===== src/ptss_pkg.sv =====
// Package for the periodic task slot scheduler: command codes, slot states,
// field widths and the controller/datapath command and status structs.
// No dependencies.
`timescale 1ns / 1ps
`default_nettype none
package ptss_pkg;
    localparam int CMD_W = 2;
    localparam int PER_W = 16;
    localparam int ID_W  = 5;
    localparam int CNT_W = 32;
    localparam int MAX_RES = 16;

    localparam logic [CMD_W-1:0] CMD_ADD    = 2'd0;
    localparam logic [CMD_W-1:0] CMD_REMOVE = 2'd1;
    localparam logic [CMD_W-1:0] CMD_TICK   = 2'd2;
    localparam logic [CMD_W-1:0] CMD_FINISH = 2'd3;

    localparam logic [1:0] ST_FREE = 2'd0;
    localparam logic [1:0] ST_WAIT = 2'd1;
    localparam logic [1:0] ST_RUN  = 2'd2;

    typedef struct packed {
        logic [CMD_W-1:0] cmd;
        logic [PER_W-1:0] period;
        logic [ID_W-1:0]  task_id;
        logic             keep;
    } in_item_t;

    typedef struct packed {
        logic            status;
        logic [ID_W-1:0] task_id_res;
        logic            due;
        logic            last;
    } out_item_t;

    // controller -> datapath
    typedef struct packed {
        logic load;       // capture input item
        logic exec;       // execute add/remove/finish, or bump tick count
        logic scan_start; // begin modulo on current scan slot
        logic scan_next;  // commit result of scan slot and advance
    } dp_cmd_t;

    // datapath -> controller
    typedef struct packed {
        logic mod_done;
        logic scan_last;  // current slot is the final one
        logic hit;        // current slot becomes due
    } dp_stat_t;
endpackage
`default_nettype wire


===== src/ptss_if.sv =====
// Valid/ready channel interface carrying one payload.
// Depends on nothing but its type parameter.
`timescale 1ns / 1ps
`default_nettype none
interface ptss_if #(parameter type T = logic) ();
    logic valid;
    logic ready;
    T     data;
    modport source (output valid, output data, input ready);
    modport sink   (input valid, input data, output ready);
endinterface
`default_nettype wire


===== src/ptss_ctrl.sv =====
// Controller state machine for the scheduler.
// Depends on ptss_pkg.
`timescale 1ns / 1ps
`default_nettype none
module ptss_ctrl (
    input  wire logic               clk,
    input  wire logic               rst_n,
    input  wire logic               in_valid,
    input  wire logic [1:0]         in_cmd,
    output logic                    in_ready,
    input  wire logic               out_free,   // output register empty or draining
    output logic                    emit,
    output logic                    emit_empty,
    output ptss_pkg::dp_cmd_t       dcmd,
    input  wire ptss_pkg::dp_stat_t dstat
);
    import ptss_pkg::*;

    localparam logic [2:0] S_IDLE = 3'd0;
    localparam logic [2:0] S_EXEC = 3'd1;
    localparam logic [2:0] S_MOD  = 3'd2;
    localparam logic [2:0] S_WAIT = 3'd3;
    localparam logic [2:0] S_EMPT = 3'd4;

    logic [2:0] state_reg, state_next;
    logic       tick_reg, tick_next;

    always_ff @(posedge clk or negedge rst_n)
    begin
        if (!rst_n)
        begin
            state_reg <= S_IDLE;
            tick_reg  <= 1'b0;
        end
        else
        begin
            state_reg <= state_next;
            tick_reg  <= tick_next;
        end
    end

    always_comb
    begin
        state_next = state_reg;
        tick_next  = tick_reg;
        dcmd       = '0;
        in_ready   = 1'b0;
        emit       = 1'b0;
        emit_empty = 1'b0;
        case (state_reg)
            S_IDLE:
            begin
                in_ready = 1'b1;
                if (in_valid)
                begin
                    dcmd.load  = 1'b1;
                    tick_next  = (in_cmd == CMD_TICK);
                    state_next = S_EXEC;
                end
            end
            S_EXEC:
            begin
                if (tick_reg)
                begin
                    dcmd.exec       = 1'b1;
                    dcmd.scan_start = 1'b1;
                    state_next      = S_MOD;
                end
                else if (out_free)
                begin
                    dcmd.exec  = 1'b1;
                    emit       = 1'b1;
                    state_next = S_IDLE;
                end
            end
            S_MOD:
            begin
                if (dstat.mod_done)
                    state_next = S_WAIT;
            end
            S_WAIT:
            begin
                // a hit must wait for space in the output register
                if (!dstat.hit || out_free)
                begin
                    dcmd.scan_next = 1'b1;
                    emit           = dstat.hit;
                    if (dstat.scan_last)
                        state_next = S_EMPT;
                    else
                    begin
                        dcmd.scan_start = 1'b1;
                        state_next      = S_MOD;
                    end
                end
            end
            S_EMPT:
            begin
                // sends the held final hit, or the empty result if there was none
                if (out_free)
                begin
                    emit_empty = 1'b1;
                    state_next = S_IDLE;
                end
            end
            default: state_next = S_IDLE;
        endcase
    end
endmodule
`default_nettype wire


===== src/ptss_dp.sv =====
// Datapath: slot table, tick counter, bit-serial modulo unit, output register.
// Depends on ptss_pkg.
`timescale 1ns / 1ps
`default_nettype none
module ptss_dp #(
    parameter int SLOTS = 16
) (
    input  wire logic                clk,
    input  wire logic                rst_n,
    input  wire ptss_pkg::in_item_t  in_data,
    input  wire ptss_pkg::dp_cmd_t   dcmd,
    output ptss_pkg::dp_stat_t       dstat,
    input  wire logic                emit,
    input  wire logic                emit_empty,
    output logic                     out_free,
    output logic                     out_valid,
    input  wire logic                out_ready,
    output ptss_pkg::out_item_t      out_data
);
    import ptss_pkg::*;

    localparam int IX_W = (SLOTS > 1) ? $clog2(SLOTS) : 1;
    localparam int UW   = $clog2(SLOTS + 1);
    localparam int RC_W = $clog2(MAX_RES + 1);
    localparam int BC_W = $clog2(CNT_W);

    in_item_t          item_reg;
    logic [1:0]        st_reg [SLOTS];
    logic [PER_W-1:0]  per_reg [SLOTS];
    logic [UW-1:0]     used_reg;
    logic [CNT_W-1:0]  cnt_reg;
    logic [IX_W-1:0]   ix_reg;
    logic [RC_W-1:0]   nres_reg;
    logic              busy_reg;
    logic [BC_W-1:0]   bit_reg;
    logic [PER_W:0]    rem_reg;
    out_item_t         out_reg;
    logic              out_vld_reg;
    // Tick results are held back one hit so the final one can be marked last.
    logic              pend_reg;
    logic [ID_W-1:0]   pid_reg;

    // lowest free slot
    logic              free_found;
    logic [IX_W-1:0]   free_ix;
    always_comb
    begin
        free_found = 1'b0;
        free_ix    = '0;
        for (int i = SLOTS - 1; i >= 0; i--)
            if (st_reg[i] == ST_FREE)
            begin
                free_found = 1'b1;
                free_ix    = IX_W'(i);
            end
    end

    // id to slot index
    logic              id_ok;
    logic [IX_W-1:0]   id_ix;
    always_comb
    begin
        id_ok = (item_reg.task_id != '0) && ({1'b0, item_reg.task_id} <= 6'(SLOTS));
        id_ix = IX_W'(6'(SLOTS) - {1'b0, item_reg.task_id});
    end

    logic [ID_W-1:0] slot_id;
    assign slot_id = ID_W'(6'(SLOTS) - 6'(ix_reg));

    // one restoring step of cnt % period
    logic [PER_W:0]   rem_sh;
    logic [PER_W+1:0] rem_sub;
    assign rem_sh  = {rem_reg[PER_W-1:0], cnt_reg[bit_reg]};
    assign rem_sub = {1'b0, rem_sh} - {2'b00, per_reg[ix_reg]};

    logic hit;
    assign hit = (st_reg[ix_reg] == ST_WAIT) && (per_reg[ix_reg] != '0)
                 && (rem_reg == '0);

    assign dstat.mod_done  = !busy_reg;
    assign dstat.scan_last = (ix_reg == IX_W'(SLOTS - 1));
    assign dstat.hit       = hit;

    assign out_valid = out_vld_reg;
    assign out_free  = !out_vld_reg || out_ready;
    assign out_data  = out_reg;

    logic add_ok, rm_ok, fin_ok;
    assign add_ok = (item_reg.period != '0) && (used_reg < UW'(SLOTS)) && free_found;
    assign rm_ok  = id_ok && (st_reg[id_ix] != ST_FREE);
    assign fin_ok = id_ok && (st_reg[id_ix] == ST_RUN);

    always_ff @(posedge clk)
    begin
        if (dcmd.load)
            item_reg <= in_data;
        if (dcmd.exec && item_reg.cmd == CMD_ADD && add_ok)
            per_reg[free_ix] <= item_reg.period;
    end

    always_ff @(posedge clk or negedge rst_n)
    begin
        if (!rst_n)
        begin
            for (int i = 0; i < SLOTS; i++)
                st_reg[i] <= ST_FREE;
            used_reg    <= '0;
            cnt_reg     <= '0;
            ix_reg      <= '0;
            nres_reg    <= '0;
            busy_reg    <= 1'b0;
            bit_reg     <= '0;
            rem_reg     <= '0;
            out_reg     <= '0;
            out_vld_reg <= 1'b0;
            pend_reg    <= 1'b0;
            pid_reg     <= '0;
        end
        else
        begin
            if (out_vld_reg && out_ready)
                out_vld_reg <= 1'b0;
            if (dcmd.exec)
            begin
                case (item_reg.cmd)
                    CMD_ADD:
                    begin
                        if (add_ok)
                        begin
                            st_reg[free_ix] <= ST_WAIT;
                            used_reg        <= used_reg + 1'b1;
                        end
                        out_reg     <= '{status: !add_ok,
                                         task_id_res: add_ok ? ID_W'(6'(SLOTS) - 6'(free_ix))
                                                             : '0,
                                         due: 1'b0, last: 1'b1};
                        out_vld_reg <= 1'b1;
                    end
                    CMD_REMOVE:
                    begin
                        if (rm_ok)
                        begin
                            st_reg[id_ix] <= ST_FREE;
                            used_reg      <= used_reg - 1'b1;
                        end
                        out_reg     <= '{status: !rm_ok,
                                         task_id_res: rm_ok ? item_reg.task_id : '0,
                                         due: 1'b0, last: 1'b1};
                        out_vld_reg <= 1'b1;
                    end
                    CMD_TICK:
                    begin
                        cnt_reg  <= cnt_reg + 1'b1;
                        ix_reg   <= '0;
                        nres_reg <= '0;
                        pend_reg <= 1'b0;
                    end
                    CMD_FINISH:
                    begin
                        if (fin_ok)
                        begin
                            st_reg[id_ix] <= item_reg.keep ? ST_WAIT : ST_FREE;
                            if (!item_reg.keep)
                                used_reg <= used_reg - 1'b1;
                        end
                        out_reg     <= '{status: !fin_ok,
                                         task_id_res: fin_ok ? item_reg.task_id : '0,
                                         due: 1'b0, last: 1'b1};
                        out_vld_reg <= 1'b1;
                    end
                    default: ;
                endcase
            end
            if (dcmd.scan_start)
            begin
                busy_reg <= 1'b1;
                bit_reg  <= BC_W'(CNT_W - 1);
                rem_reg  <= '0;
            end
            else if (busy_reg)
            begin
                rem_reg <= rem_sub[PER_W+1] ? rem_sh : rem_sub[PER_W:0];
                if (bit_reg == '0)
                    busy_reg <= 1'b0;
                else
                    bit_reg <= bit_reg - 1'b1;
            end
            if (dcmd.scan_next)
            begin
                if (hit)
                    st_reg[ix_reg] <= ST_RUN;
                if (!dstat.scan_last)
                    ix_reg <= ix_reg + 1'b1;
                if (emit && nres_reg < RC_W'(MAX_RES))
                begin
                    nres_reg <= nres_reg + 1'b1;
                    // a newer hit means the held one is not the last
                    if (pend_reg)
                    begin
                        out_reg.status      <= 1'b0;
                        out_reg.task_id_res <= pid_reg;
                        out_reg.due         <= 1'b1;
                        out_reg.last        <= 1'b0;
                        out_vld_reg         <= 1'b1;
                    end
                    pend_reg <= 1'b1;
                    pid_reg  <= slot_id;
                end
            end
            if (emit_empty)
            begin
                out_reg.status      <= 1'b0;
                out_reg.task_id_res <= pend_reg ? pid_reg : '0;
                out_reg.due         <= pend_reg;
                out_reg.last        <= 1'b1;
                out_vld_reg         <= 1'b1;
                pend_reg            <= 1'b0;
            end
        end
    end
endmodule
`default_nettype wire


===== src/periodic_task_slot_scheduler.sv =====
// Top level of the periodic task slot scheduler.
// Depends on ptss_pkg, ptss_if, ptss_ctrl and ptss_dp.
//
// Add, remove and finish give one transaction each, subject to output
// back-pressure. In a tick, also subject to output back-pressure, each slot's
// period is tested against the tick count by a bit-serial remainder unit,
// one count bit per cycle.
// Due slots come out in index order, one transaction each; the final one has
// last set, or a single empty transaction comes out when nothing became due.
// One item is worked on at a time.
`timescale 1ns / 1ps
`default_nettype none
module periodic_task_slot_scheduler #(
    parameter int SLOTS = 16
) (
    input  wire logic clk,
    input  wire logic rst_n,
    ptss_if.sink      in_ch,
    ptss_if.source    out_ch
);
    import ptss_pkg::*;

    dp_cmd_t  dcmd;
    dp_stat_t dstat;
    logic     out_free, emit, emit_empty;

    ptss_ctrl u_ctrl (
        .clk        (clk),
        .rst_n      (rst_n),
        .in_valid   (in_ch.valid),
        .in_cmd     (in_ch.data.cmd),
        .in_ready   (in_ch.ready),
        .out_free   (out_free),
        .emit       (emit),
        .emit_empty (emit_empty),
        .dcmd       (dcmd),
        .dstat      (dstat)
    );

    ptss_dp #(.SLOTS(SLOTS)) u_dp (
        .clk        (clk),
        .rst_n      (rst_n),
        .in_data    (in_ch.data),
        .dcmd       (dcmd),
        .dstat      (dstat),
        .emit       (emit),
        .emit_empty (emit_empty),
        .out_free   (out_free),
        .out_valid  (out_ch.valid),
        .out_ready  (out_ch.ready),
        .out_data   (out_ch.data)
    );
endmodule
`default_nettype wire


===== src/flat_wrapper.sv =====
// flat-port wrapper written by rule: the top's interface ports become plain ports
module periodic_task_slot_scheduler_flat import ptss_pkg::*;
#(
    parameter int SLOTS = 16
)
  (clk, rst_n, in_ch_valid, in_ch_data, in_ch_ready, out_ch_valid, out_ch_data, out_ch_ready);
  ptss_if #(.T(in_item_t)) in_ch_i ();
  ptss_if #(.T(out_item_t)) out_ch_i ();
  input  wire logic clk;
  input  wire logic rst_n;
  input wire logic [$bits(in_ch_i.valid)-1:0] in_ch_valid;
  input wire logic [$bits(in_ch_i.data)-1:0] in_ch_data;
  output wire logic [$bits(in_ch_i.ready)-1:0] in_ch_ready;
  output wire logic [$bits(out_ch_i.valid)-1:0] out_ch_valid;
  output wire logic [$bits(out_ch_i.data)-1:0] out_ch_data;
  input wire logic [$bits(out_ch_i.ready)-1:0] out_ch_ready;
  assign in_ch_i.valid = in_ch_valid;
  assign in_ch_i.data = in_ch_data;
  assign in_ch_ready = in_ch_i.ready;
  assign out_ch_valid = out_ch_i.valid;
  assign out_ch_data = out_ch_i.data;
  assign out_ch_i.ready = out_ch_ready;
  periodic_task_slot_scheduler #(.SLOTS(SLOTS)) u_core (.clk(clk), .rst_n(rst_n), .in_ch(in_ch_i), .out_ch(out_ch_i));
endmodule

===== config.mk =====
export PLATFORM = sky130hd
export DESIGN_NAME = periodic_task_slot_scheduler_flat
export DESIGN_NICKNAME = d
export VERILOG_FILES = /design/src/ptss_pkg.sv /design/src/ptss_if.sv /design/src/ptss_ctrl.sv /design/src/ptss_dp.sv /design/src/periodic_task_slot_scheduler.sv /design/src/flat_wrapper.sv
export SDC_FILE = /design/constraint.sdc
export NUM_CORES = 1
export LEC_CHECK = 0
export ABC_AREA = 0
export ABC_CLOCK_PERIOD_IN_PS = 13300
export BUFFER_PORTS_ARGS = -buffer_cell sky130_fd_sc_hd__buf_4
export CAP_MARGIN = 20
export CORE_MARGIN = 2
export CORE_UTILIZATION = 35
export CTS_CLUSTER_SIZE = 12
export DETAILED_ROUTE_END_ITERATION = 16
export PLACE_DENSITY = 0.49
export SLEW_MARGIN = 20
export SYNTH_ARGS = -nofsm -noshare
export SYNTH_HDL_FRONTEND = slang
export SYNTH_SLANG_ARGS = --single-unit

===== constraint.sdc =====
create_clock -name clk -period 13.3 [get_ports clk]
set_clock_uncertainty 0.05 [all_clocks]
set_input_delay 1.995 -clock clk [delete_from_list [all_inputs] [get_ports clk]]
set_output_delay 1.995 -clock clk [all_outputs]
set_load 0.01 [all_outputs]

Word level (Yosys, flattened, before mapping):

Memory sizes are Yosys's and may differ from the RTL's.
Cells that the tools add are included.

* output and inout bits: 10
* memories kept: 1
* logic and storage cells: 264
* flip-flop bits (word level): 144
* memory bits (writable): 256
* input port bits: 28
* bits in read-only memories: 0
* latch bits: 0

* add/subtract/negate cells: 10
* bitwise operators: 11
* eq/ne operators: 19
* reduce and logical (&&, ||, !) cells: 54
* shifts and indexed selects: 0
* $mul: 0
* magnitude comparators: 10
* divide/modulo/power cells: 0
* mux-type cells: 123

Memories
* u_core.u_dp.per_reg: depth 16, bits a word 16, read ports 1, clocked after Yosys merged registers in 0, write ports 1, line ptss_dp.sv:29 `logic [PER_W-1:0] per_reg [SLOTS];`

Operators with widths (count)
* 2-to-1 mux 32 bit: 6
* case mux 32 bit (3 select lines): 1
* 2-to-1 mux 4 bit: 20
* 2-to-1 mux 5 bit: 15
* 2-to-1 mux 17 bit: 3
* 2-to-1 mux 1 bit: 47
* 2-to-1 mux 8 bit: 5
* zero test 2 bit: 17
* adder 32 x 1 -> 32 bit (second input constant): 1
* AND 16 bit: 2
* AND 32 bit: 1
* bitwise mux 32 bit: 1
* inverter 16 bit: 2
* inverter 32 bit: 1
* OR 16 bit: 2
* nonzero test 16 bit: 2
* demux 2 bit (select 4 bit): 3
* case mux 8 bit (3 select lines): 1
* 2-to-1 mux 3 bit: 6
* subtractor 17 x 16 -> 18 bit: 1
* zero test 17 bit: 1
* binary-select mux 2 bit (select 4 bit): 2
* 2-to-1 mux 2 bit: 8
* >= comparator 5 bit (second input constant): 3
* other kinds (34): 76

Longest topological paths before layout:

Gate-level depths: netlist (run 1).

* depth in word-level cells: 30
* mapped depth: 16

Modules after synthesis:

From an unflattened synthesis (run 1), not the netlist that was laid out.

* cell total of the unflattened synthesis: 1338
* area, all modules: 18656.6 µm²

Modules (own cells, without submodules)
* ptss_dp: area an instance 18307.6 µm², times used 1, cells an instance 1300, seq. area each 11310.8 µm²
* ptss_ctrl: area an instance 349.1 µm², times used 1, cells an instance 38, seq. area each 100.1 µm²

Worst setup path after synthesis (run 1):

OpenSTA, ideal clock, no wires.

* path kind: input to register
* start point: input port out_ch_ready
* end point: register u_core.u_dp.st_reg[22] in the netlist's numbering
* data required time: 13.168 ns
* path buffers: 1
* arrival: 4.827 ns
* stages: 7
* setup slack: 8.341 ns
* setup time: 0.082 ns
* cells stage by stage: nor3b_1 > or3_1 > clkbuf_1 > nor4_1 > o32a_1 > a41oi_1 > a31oi_1

* cells in the longest elaborated chain, start to end: 8
* elaborated cells on any way between the ends: 11

Ends and longest elaborated chain
* from (decl): line flat_wrapper.sv:16 `input wire logic [$bits(out_ch_i.ready)-1:0] out_ch_ready;`
* logical OR 1 bit (*): line ptss_dp.sv:85 `assign out_free = !out_vld_reg || out_ready;`
* 2-to-1 mux 1 bit: line ptss_ctrl.sv:69 `else if (out_free)`
* 2-to-1 mux 1 bit: line ptss_ctrl.sv:63 `if (tick_reg)`
* 2-to-1 mux 1 bit: line ptss_ctrl.sv:50 `case (state_reg)`
* 2-to-1 mux 32 bit: line ptss_dp.sv:123 `if (dcmd.exec)`
* AND 16 bit (no source line)
* 2-to-1 mux 32 bit: line ptss_dp.sv:190 `if (hit)`
* 2-to-1 mux 32 bit (*): line ptss_dp.sv:188 `if (dcmd.scan_next)`
* to (signal, indexed assignment): line ptss_dp.sv:162 `st_reg[id_ix] <= item_reg.keep ? ST_WAIT : ST_FREE;`
* to (decl): line ptss_dp.sv:28 `logic [1:0] st_reg [SLOTS];`

Mark *: on every way between the ends. The rest lies on a longest branch, timed or not.
A chain may end at the register's enable or synchronous reset.

Worst setup path after layout (run 1):

* start point: register u_core.u_dp.ix_reg[0]
* end point: register u_core.u_dp.rem_reg[2]

* cells in the longest elaborated chain, start to end: 12
* elaborated cells on any way between the ends: 20

Ends and longest elaborated chain
* from (decl): line ptss_dp.sv:32 `logic [IX_W-1:0] ix_reg;`
* from (signal assigned): line ptss_dp.sv:193 `ix_reg <= ix_reg + 1'b1;`
* parallel branches: the longest is 12 deep, another holds subtractor 17 x 16 -> 18 bit
* to (signal assigned): line ptss_dp.sv:182 `rem_reg <= rem_sub[PER_W+1] ? rem_sh : rem_sub[PER_W:0];`
* to (decl): line ptss_dp.sv:36 `logic [PER_W:0] rem_reg;`

Several ways; the timed one is not identified. The select of a mux whose other input is x is not followed.

==> results.yml, run 1 <==
clock_network:
  cts_hold_buf: 0
  cts_setup_buffers: 0
  cts-root-buf: "clkbuf_16"
  cts.sinks: 400
  cts_resized: 0
  cts_buffer_depth: 3
  cts_tree: "yes"
  clk_latency_ns: 0.60
  path_clk_slew_ns: 0.06
  numCtsBuffers: 47
  htreeDepth: 2
drt:
  ant_nets: 0
  dr.pass1.iters: 5
  drt_iter0_drc: 1060
  drt-total-wl_um: 50500
  vias_per_cell: 5.71
  wl_per_cell_um: 24.1
  drc_errors: 0
  vias: 12000
setup_path:
  r2r-start: "u_core.u_dp.ix_reg[0]$_DFF_PN0_"
  crit_type: "register to register"
  r2r_setup_slack_ns: 7.96
  cp-end-kind: "register"
  r2r_end: "u_core.u_dp.rem_reg[2]$_DFFE_PN0P_"
  crit_path_max_fanout: 38
  required_ns: 13.75
  start_kind: "register"
  cp.arrival_ns: 5.79
  r2r_cells: 14
layout:
  largest_register_ffs: 256
  layout-drive-gt1-share_pct: 18.2
  synthToLayoutAreaGrowth_pct: 13.7
  stdcell_count: 2097
  diodes: 0
  final_nets: 1436
  utilization_pct: 40.5
timing:
  setup_violations: 0
  max_freq_mhz: 187
  hold_viol: 0
  relSlewSlack_pct: 25.9
  period_minus_slack_ns: 5.34
  rsz0062_at_grt: "false"
  fin_setup_tns_ns: 0
  fin_crit_sh_pct: 40.2
  worst_pin_slew_ns: 1.11
  slew_viol_final: 0
yosys:
  syn_avg_cell_area_um2: 14.1
  synth_warnings: 0
  yosys_most_used_dff: "edfxtp_1"
  ys_ff_latch: 400
  synth_edf_count: 280
  ys_async_sr_fraction_pct: 30.0
  yosysSeqAreaShare_pct: 60.8
  synth_nets: 1398
  syn-cell-area_mm2: 0.0188
  synthCells: 1333
  synth_cell_types: 75
power_and_ir_drop:
  p_seq_share_pct: 35.2
  switchingPower_w: 0.00171
  switching_share_pct: 36.3
  internal-power_w: 0.00300
  vdd_drop_max_mv: 0.110
  power.density_mw_per_mm2: 220
  combPwrFrac_pct: 37.1
  power_frac_clock_pct: 27.7
  p_leak_nw: 7.64
place:
  place_inst: 2010
  hpwl_um: 31700
  place_congestion: 0.931
  portBuffers: 37
grt:
  grt_max_degree: 66
  antenna_found_initial: 0
  grt_pass1_vias: 12100
  track_usage_pct: 18.2
  grt_pass1_wl_um: 77200
  grt_overflow: 0
job:
  cap_violations: 0
hold_path:
  hold_end: "u_core.u_dp.cnt_reg[31]$_DFFE_PN0P_"
  hold_path_startpoint: "u_core.u_dp.cnt_reg[31]$_DFFE_PN0P_"
  hold_path_class: "register to register"
  hold_depth: 1
floorplanning:
  ios: 38
  initial_utilization_pct: 35.6
  rows: 84
  die_y_um: 236
  chipWidth_um: 236
  core-area_mm2: 0.0528
  dieArea_mm2: 0.0555
outcome:
  status: "finished, final reports clean"
-- Yosys cell counts, types with 13 or more instances --
| master | number | area (µm²) |
|---|---|---|
| dfrtp_1 | 120 | 3000 |
| nand3_1 | 26 | 130 |
| xor2_1 | 13 | 114 |
| nand4_1 | 15 | 93.8 |
| a31oi_1 | 23 | 144 |
| a221oi_1 | 19 | 166 |
| a22o_1 | 22 | 193 |
| nor2_1 | 85 | 319 |
| nand2_1 | 93 | 349 |
| a21oi_1 | 56 | 280 |
| clkbuf_1 | 45 | 169 |
| inv_1 | 34 | 128 |
| xnor2_1 | 42 | 368 |
| ha_1 | 35 | 438 |
| o21ai_0 | 29 | 145 |
| a32o_1 | 15 | 150 |
| edfxtp_1 | 280 | 8410 |
| or3_1 | 13 | 81.3 |
| a22oi_1 | 13 | 97.6 |
| and3_1 | 30 | 188 |
| mux4_2 | 87 | 1960 |
-- power groups by stage --
stage / registers, W / clock network, W / logic, W
final: 0.00166 / 0.00130 / 0.00175
after global routing: 0.00168 / 0.00138 / 0.00192
after CTS: 0.00166 / 0.00133 / 0.00175
after detailed placement: 0.00168 / 0 / 0.00175
after global placement: 0.00168 / 0 / 0.00174
after floorplan: 0.00155 / 0 / 0.00138
-- area by class of cell --
cell class / instances / area [µm²]
fill: 4909 / 31400
sequential: 400 / 11400
multi-input combinational: 827 / 6940
clock buffer: 59 / 1240
tap: 688 / 861
timing repair buffer: 60 / 450
clock inverter: 28 / 309
inverter: 35 / 131
-- layout by cell type (no fill, tap or decap), types with 12 or more instances in the layout --
cell type and n:
edfxtp_1 280, dfrtp_1 118, nand2_1 93, mux4_2 87
nor2_1 84, buf_4 60, a21oi_1 56, clkbuf_16 48
xnor2_1 42, ha_1 35, inv_1 34, o21ai_0 29
and3_1 27, nand3_1 26, a31oi_1 23, a22o_1 22
a221oi_1 19, nand4_1 15, a32o_1 15, a22oi_1 13
or3_1 13, xor2_1 13, clkinv_1 12, mux2_2 12
a211oi_1 12
-- cell families (layout without fill, tap and decap cells) --
logic type	count (synthesis)	in the layout	share of synthesized area (%)
mux	110	110	11.7
xor+xnor	55	55	2.57
simple gates	348	348	9.40
compound gates	277	277	10.6
fa+ha+maj	37	37	2.55
flops	400	400	60.8
buf+inv	106	182	2.40
-- critical path: stages (launching register included) --
cell and delay, ns:
dfrtp_4 0.75, buf_4 0.63, mux4_2 0.58, a22o_1 0.25
a221oi_1 0.36, ha_1 0.37, a21o_1 0.19, a21oi_1 0.31
o21ai_0 0.21, o41ai_1 0.67, a31oi_1 0.16, buf_4 0.24
o21ai_0 0.09, o21ai_0 0.10, a211oi_1 0.22
-- metrics by stage --
step / cell area [µm²] / power [W] / setup slack (ns) / hold slack, ns
3_5_place_dp: 19800 / 0.00343 / 7.88 / 0.417
5_1_grt: 21400 / 0.00499 / 7.54 / 0.453
6_report: 21400 / 0.00471 / 7.96 / 0.423
4_1_cts: 21300 / 0.00474 / 7.85 / 0.427
3_3_place_gp: 19800 / 0.00342 / 8.00 / 0.407
2_1_floorplan: 18800 / 0.00293 / 8.34 / 0.390
-- worst max path at each step --
| stage | from | to | slack [ns] | depth (start not counted) |
|---|---|---|---|---|
| global route | u_core.u_dp.ix_reg[0]$_DFF_PN0_ | u_core.u_dp.rem_reg[6]$_DFFE_PN0P_ | 7.54 | 14 |
| global placement | u_core.u_dp.ix_reg[0]$_DFF_PN0_ | u_core.u_dp.rem_reg[2]$_DFFE_PN0P_ | 8.00 | 14 |
| CTS | u_core.u_dp.ix_reg[0]$_DFF_PN0_ | u_core.u_dp.rem_reg[2]$_DFFE_PN0P_ | 7.85 | 14 |
| finish | u_core.u_dp.ix_reg[0]$_DFF_PN0_ | u_core.u_dp.rem_reg[2]$_DFFE_PN0P_ | 7.96 | 14 |
| detailed placement | u_core.u_dp.ix_reg[0]$_DFF_PN0_ | u_core.u_dp.rem_reg[2]$_DFFE_PN0P_ | 7.88 | 14 |
| floorplan | out_ch_ready | u_core.u_dp.st_reg[22]$_DFF_PN0_ | 8.34 | 7 |
-- routing by layer --
metal	GRT usage (%)	up-vias	part of all wire, %
met2	28.4	365	46
met1	26.1	6209	46
met3	3.32	80	5.9
met4	4.88	0	2.2
li1	-	5323	-
met5	0	-	0
Power figures use the tool's default switching activity.
==> run 2: changes to the inputs <==
- ABC_CLOCK_PERIOD_IN_PS: 13300 -> 4350
- PLACE_DENSITY: 0.49 -> 0.5
- clock period: 13.3 -> 4.35 ns (I/O delays scaled with it)
==> results.yml, run 2 (synthesis results as in run 1) <==
drt:
  drc_errors: 0
  ant_nets: 0
  vias: 12100
  drt_iter0_drc: 1154
  drt-total-wl_um: 51100
  vias_per_cell: 5.63
  wl_per_cell_um: 23.7
  dr.pass1.iters: 6
power_and_ir_drop:
  power_frac_clock_pct: 25.3
  switchingPower_w: 0.00532
  p_leak_nw: 7.95
  switching_share_pct: 36.0
  combPwrFrac_pct: 41.4
  vdd_drop_max_mv: 0.318
  power.density_mw_per_mm2: 676
  internal-power_w: 0.00946
  p_seq_share_pct: 33.3
floorplanning:
  core-area_mm2: 0.0528
  ios: 38
  initial_utilization_pct: 35.6
  chipWidth_um: 236
  die_y_um: 236
  rows: 84
  dieArea_mm2: 0.0555
place:
  portBuffers: 37
  place_congestion: 0.937
  hpwl_um: 33900
  dpl_cell_area_mm2: 0.0204
timing:
  worst_pin_slew_ns: 1.03
  relSlewSlack_pct: 30.1
  fin_setup_tns_ns: 0
  setup_violations: 0
  fin_crit_sh_pct: 95.2
  period_minus_slack_ns: 4.14
  hold_viol: 0
  slew_viol_final: 0
  max_freq_mhz: 242
setup_path:
  cp.arrival_ns: 4.59
  r2r-start: "u_core.u_dp.ix_reg[0]$_DFF_PN0_"
  required_ns: 4.80
  worstSetupStartpoint: "u_core.u_dp.ix_reg[0]$_DFF_PN0_"
  r2r_cells: 14
  cp-end-kind: "register"
  start_kind: "register"
  r2r_setup_slack_ns: 0.21
  crit_path_max_fanout: 17
  crit_type: "register to register"
  r2r_end: "u_core.u_dp.rem_reg[15]$_DFFE_PN0P_"
  critPathCapture: "u_core.u_dp.rem_reg[15]$_DFFE_PN0P_"
clock_network:
  clk_latency_ns: 0.60
  cts_buffer_depth: 3
  cts-root-buf: "clkbuf_16"
  cts.sinks: 400
  cts_tree: "yes"
  htreeDepth: 2
  numCtsBuffers: 45
  path_clk_slew_ns: 0.06
  cts_hold_buf: 0
grt:
  track_usage_pct: 18.6
  antenna_found_initial: 0
  grt_max_degree: 44
  grt_pass1_wl_um: 78100
  grt_overflow: 0
  grt_pass1_vias: 12300
layout:
  layout-drive-gt1-share_pct: 22.2
  largest_register_ffs: 256
  stdcell_area_mm2: 0.0219
  synthToLayoutAreaGrowth_pct: 16.5
  layout_commonest_cell: "edfxtp_1"
  final_cell_mix: "edfxtp_1 (280), buf_4 (118), dfrtp_1 (117)"
  diodes: 0
  final_nets: 1499
hold_path:
  hold_path_class: "primary input to async pin"
outcome:
  status: "finished, final reports clean"
job:
  cap_violations: 0
## run 2: power groups by stage
stage,Sequential (W),Combinational [W],Clock (W)
floorplan,0.00474,0.00423,0
detailed placement,0.00501,0.00597,0
global placement,0.00501,0.00593,0
finish,0.00493,0.00612,0.00374
global route,0.00499,0.00672,0.00397
CTS,0.00494,0.00600,0.00384
## run 2: what timing repair did
item	in CTS	in global routing
setup endpoints to repair	0	17
buffers inserted	0	1
resized for setup	0	14
hold endpoints to repair	0	0
## run 2: per-stage QoR
stage	setup slack [ns]	hold WS (ns)	instances	utilization, %	total power, W
CTS	0.0427	0.0240	2152	41.3	0.0148
global route	-0.00844	0.0542	2153	41.5	0.0157
finish	0.210	0.00742	2153	41.5	0.0148
detailed placement	0.0852	0.415	2074	38.6	0.0110
global placement	0.119	0.408	2074	38.6	0.0109
floorplan	0.0692	0.307	1333	-	0.00897
## run 2: area by class of cell
| cell class | instances | area (µm²) |
|---|---|---|
| Clock buffer | 53 | 1160 |
| Clock inverter | 25 | 284 |
| Fill cell | 4879 | 30900 |
| Inverter | 35 | 131 |
| Multi-Input combinational cell | 827 | 7000 |
| Sequential cell | 400 | 11400 |
| Tap cell | 688 | 861 |
| Timing Repair Buffer | 125 | 1020 |
## run 2: worst min-delay path by stage
| stage | start | to | slack, ns | depth (start not counted) |
|---|---|---|---|---|
| global route | rst_n | u_core.u_dp.rem_reg[15]$_DFFE_PN0P_ | 0.05 | 1 |
| CTS | rst_n | u_core.u_dp.bit_reg[2]$_DFFE_PN0P_ | 0.02 | 1 |
| floorplan | rst_n | u_core.u_ctrl.state_reg[0]$_DFFE_PN0P_ | 0.31 | 0 |
| detailed placement | u_core.u_dp.cnt_reg[31]$_DFFE_PN0P_ | u_core.u_dp.cnt_reg[31]$_DFFE_PN0P_ | 0.41 | 1 |
| global placement | u_core.u_dp.cnt_reg[31]$_DFFE_PN0P_ | u_core.u_dp.cnt_reg[31]$_DFFE_PN0P_ | 0.41 | 1 |
| finish | rst_n | u_core.u_dp.rem_reg[15]$_DFFE_PN0P_ | 0.007 | 1 |
## run 2: critical path, stage by stage (launching register included)
cell,delay (ns)
dfrtp_4,0.48
buf_12,0.20
mux4_2,0.52
a22o_1,0.26
a221oi_1,0.25
buf_4,0.20
ha_1,0.26
o21a_1,0.22
o2111ai_2,0.23
a311oi_2,0.10
o41ai_2,0.47
buf_4,0.20
a21oi_1,0.07
mux2_2,0.29
a221oi_2,0.22
## run 2: per-layer routing
metal / global-route usage, % / vias up / share of wire, %
met2: 29.6 / 326 / 47
met3: 2.93 / 106 / 5.2
li1: - / 5451 / -
met5: 0 / - / 0
met1: 25.6 / 6248 / 45
met4: 7.04 / 0 / 3.1
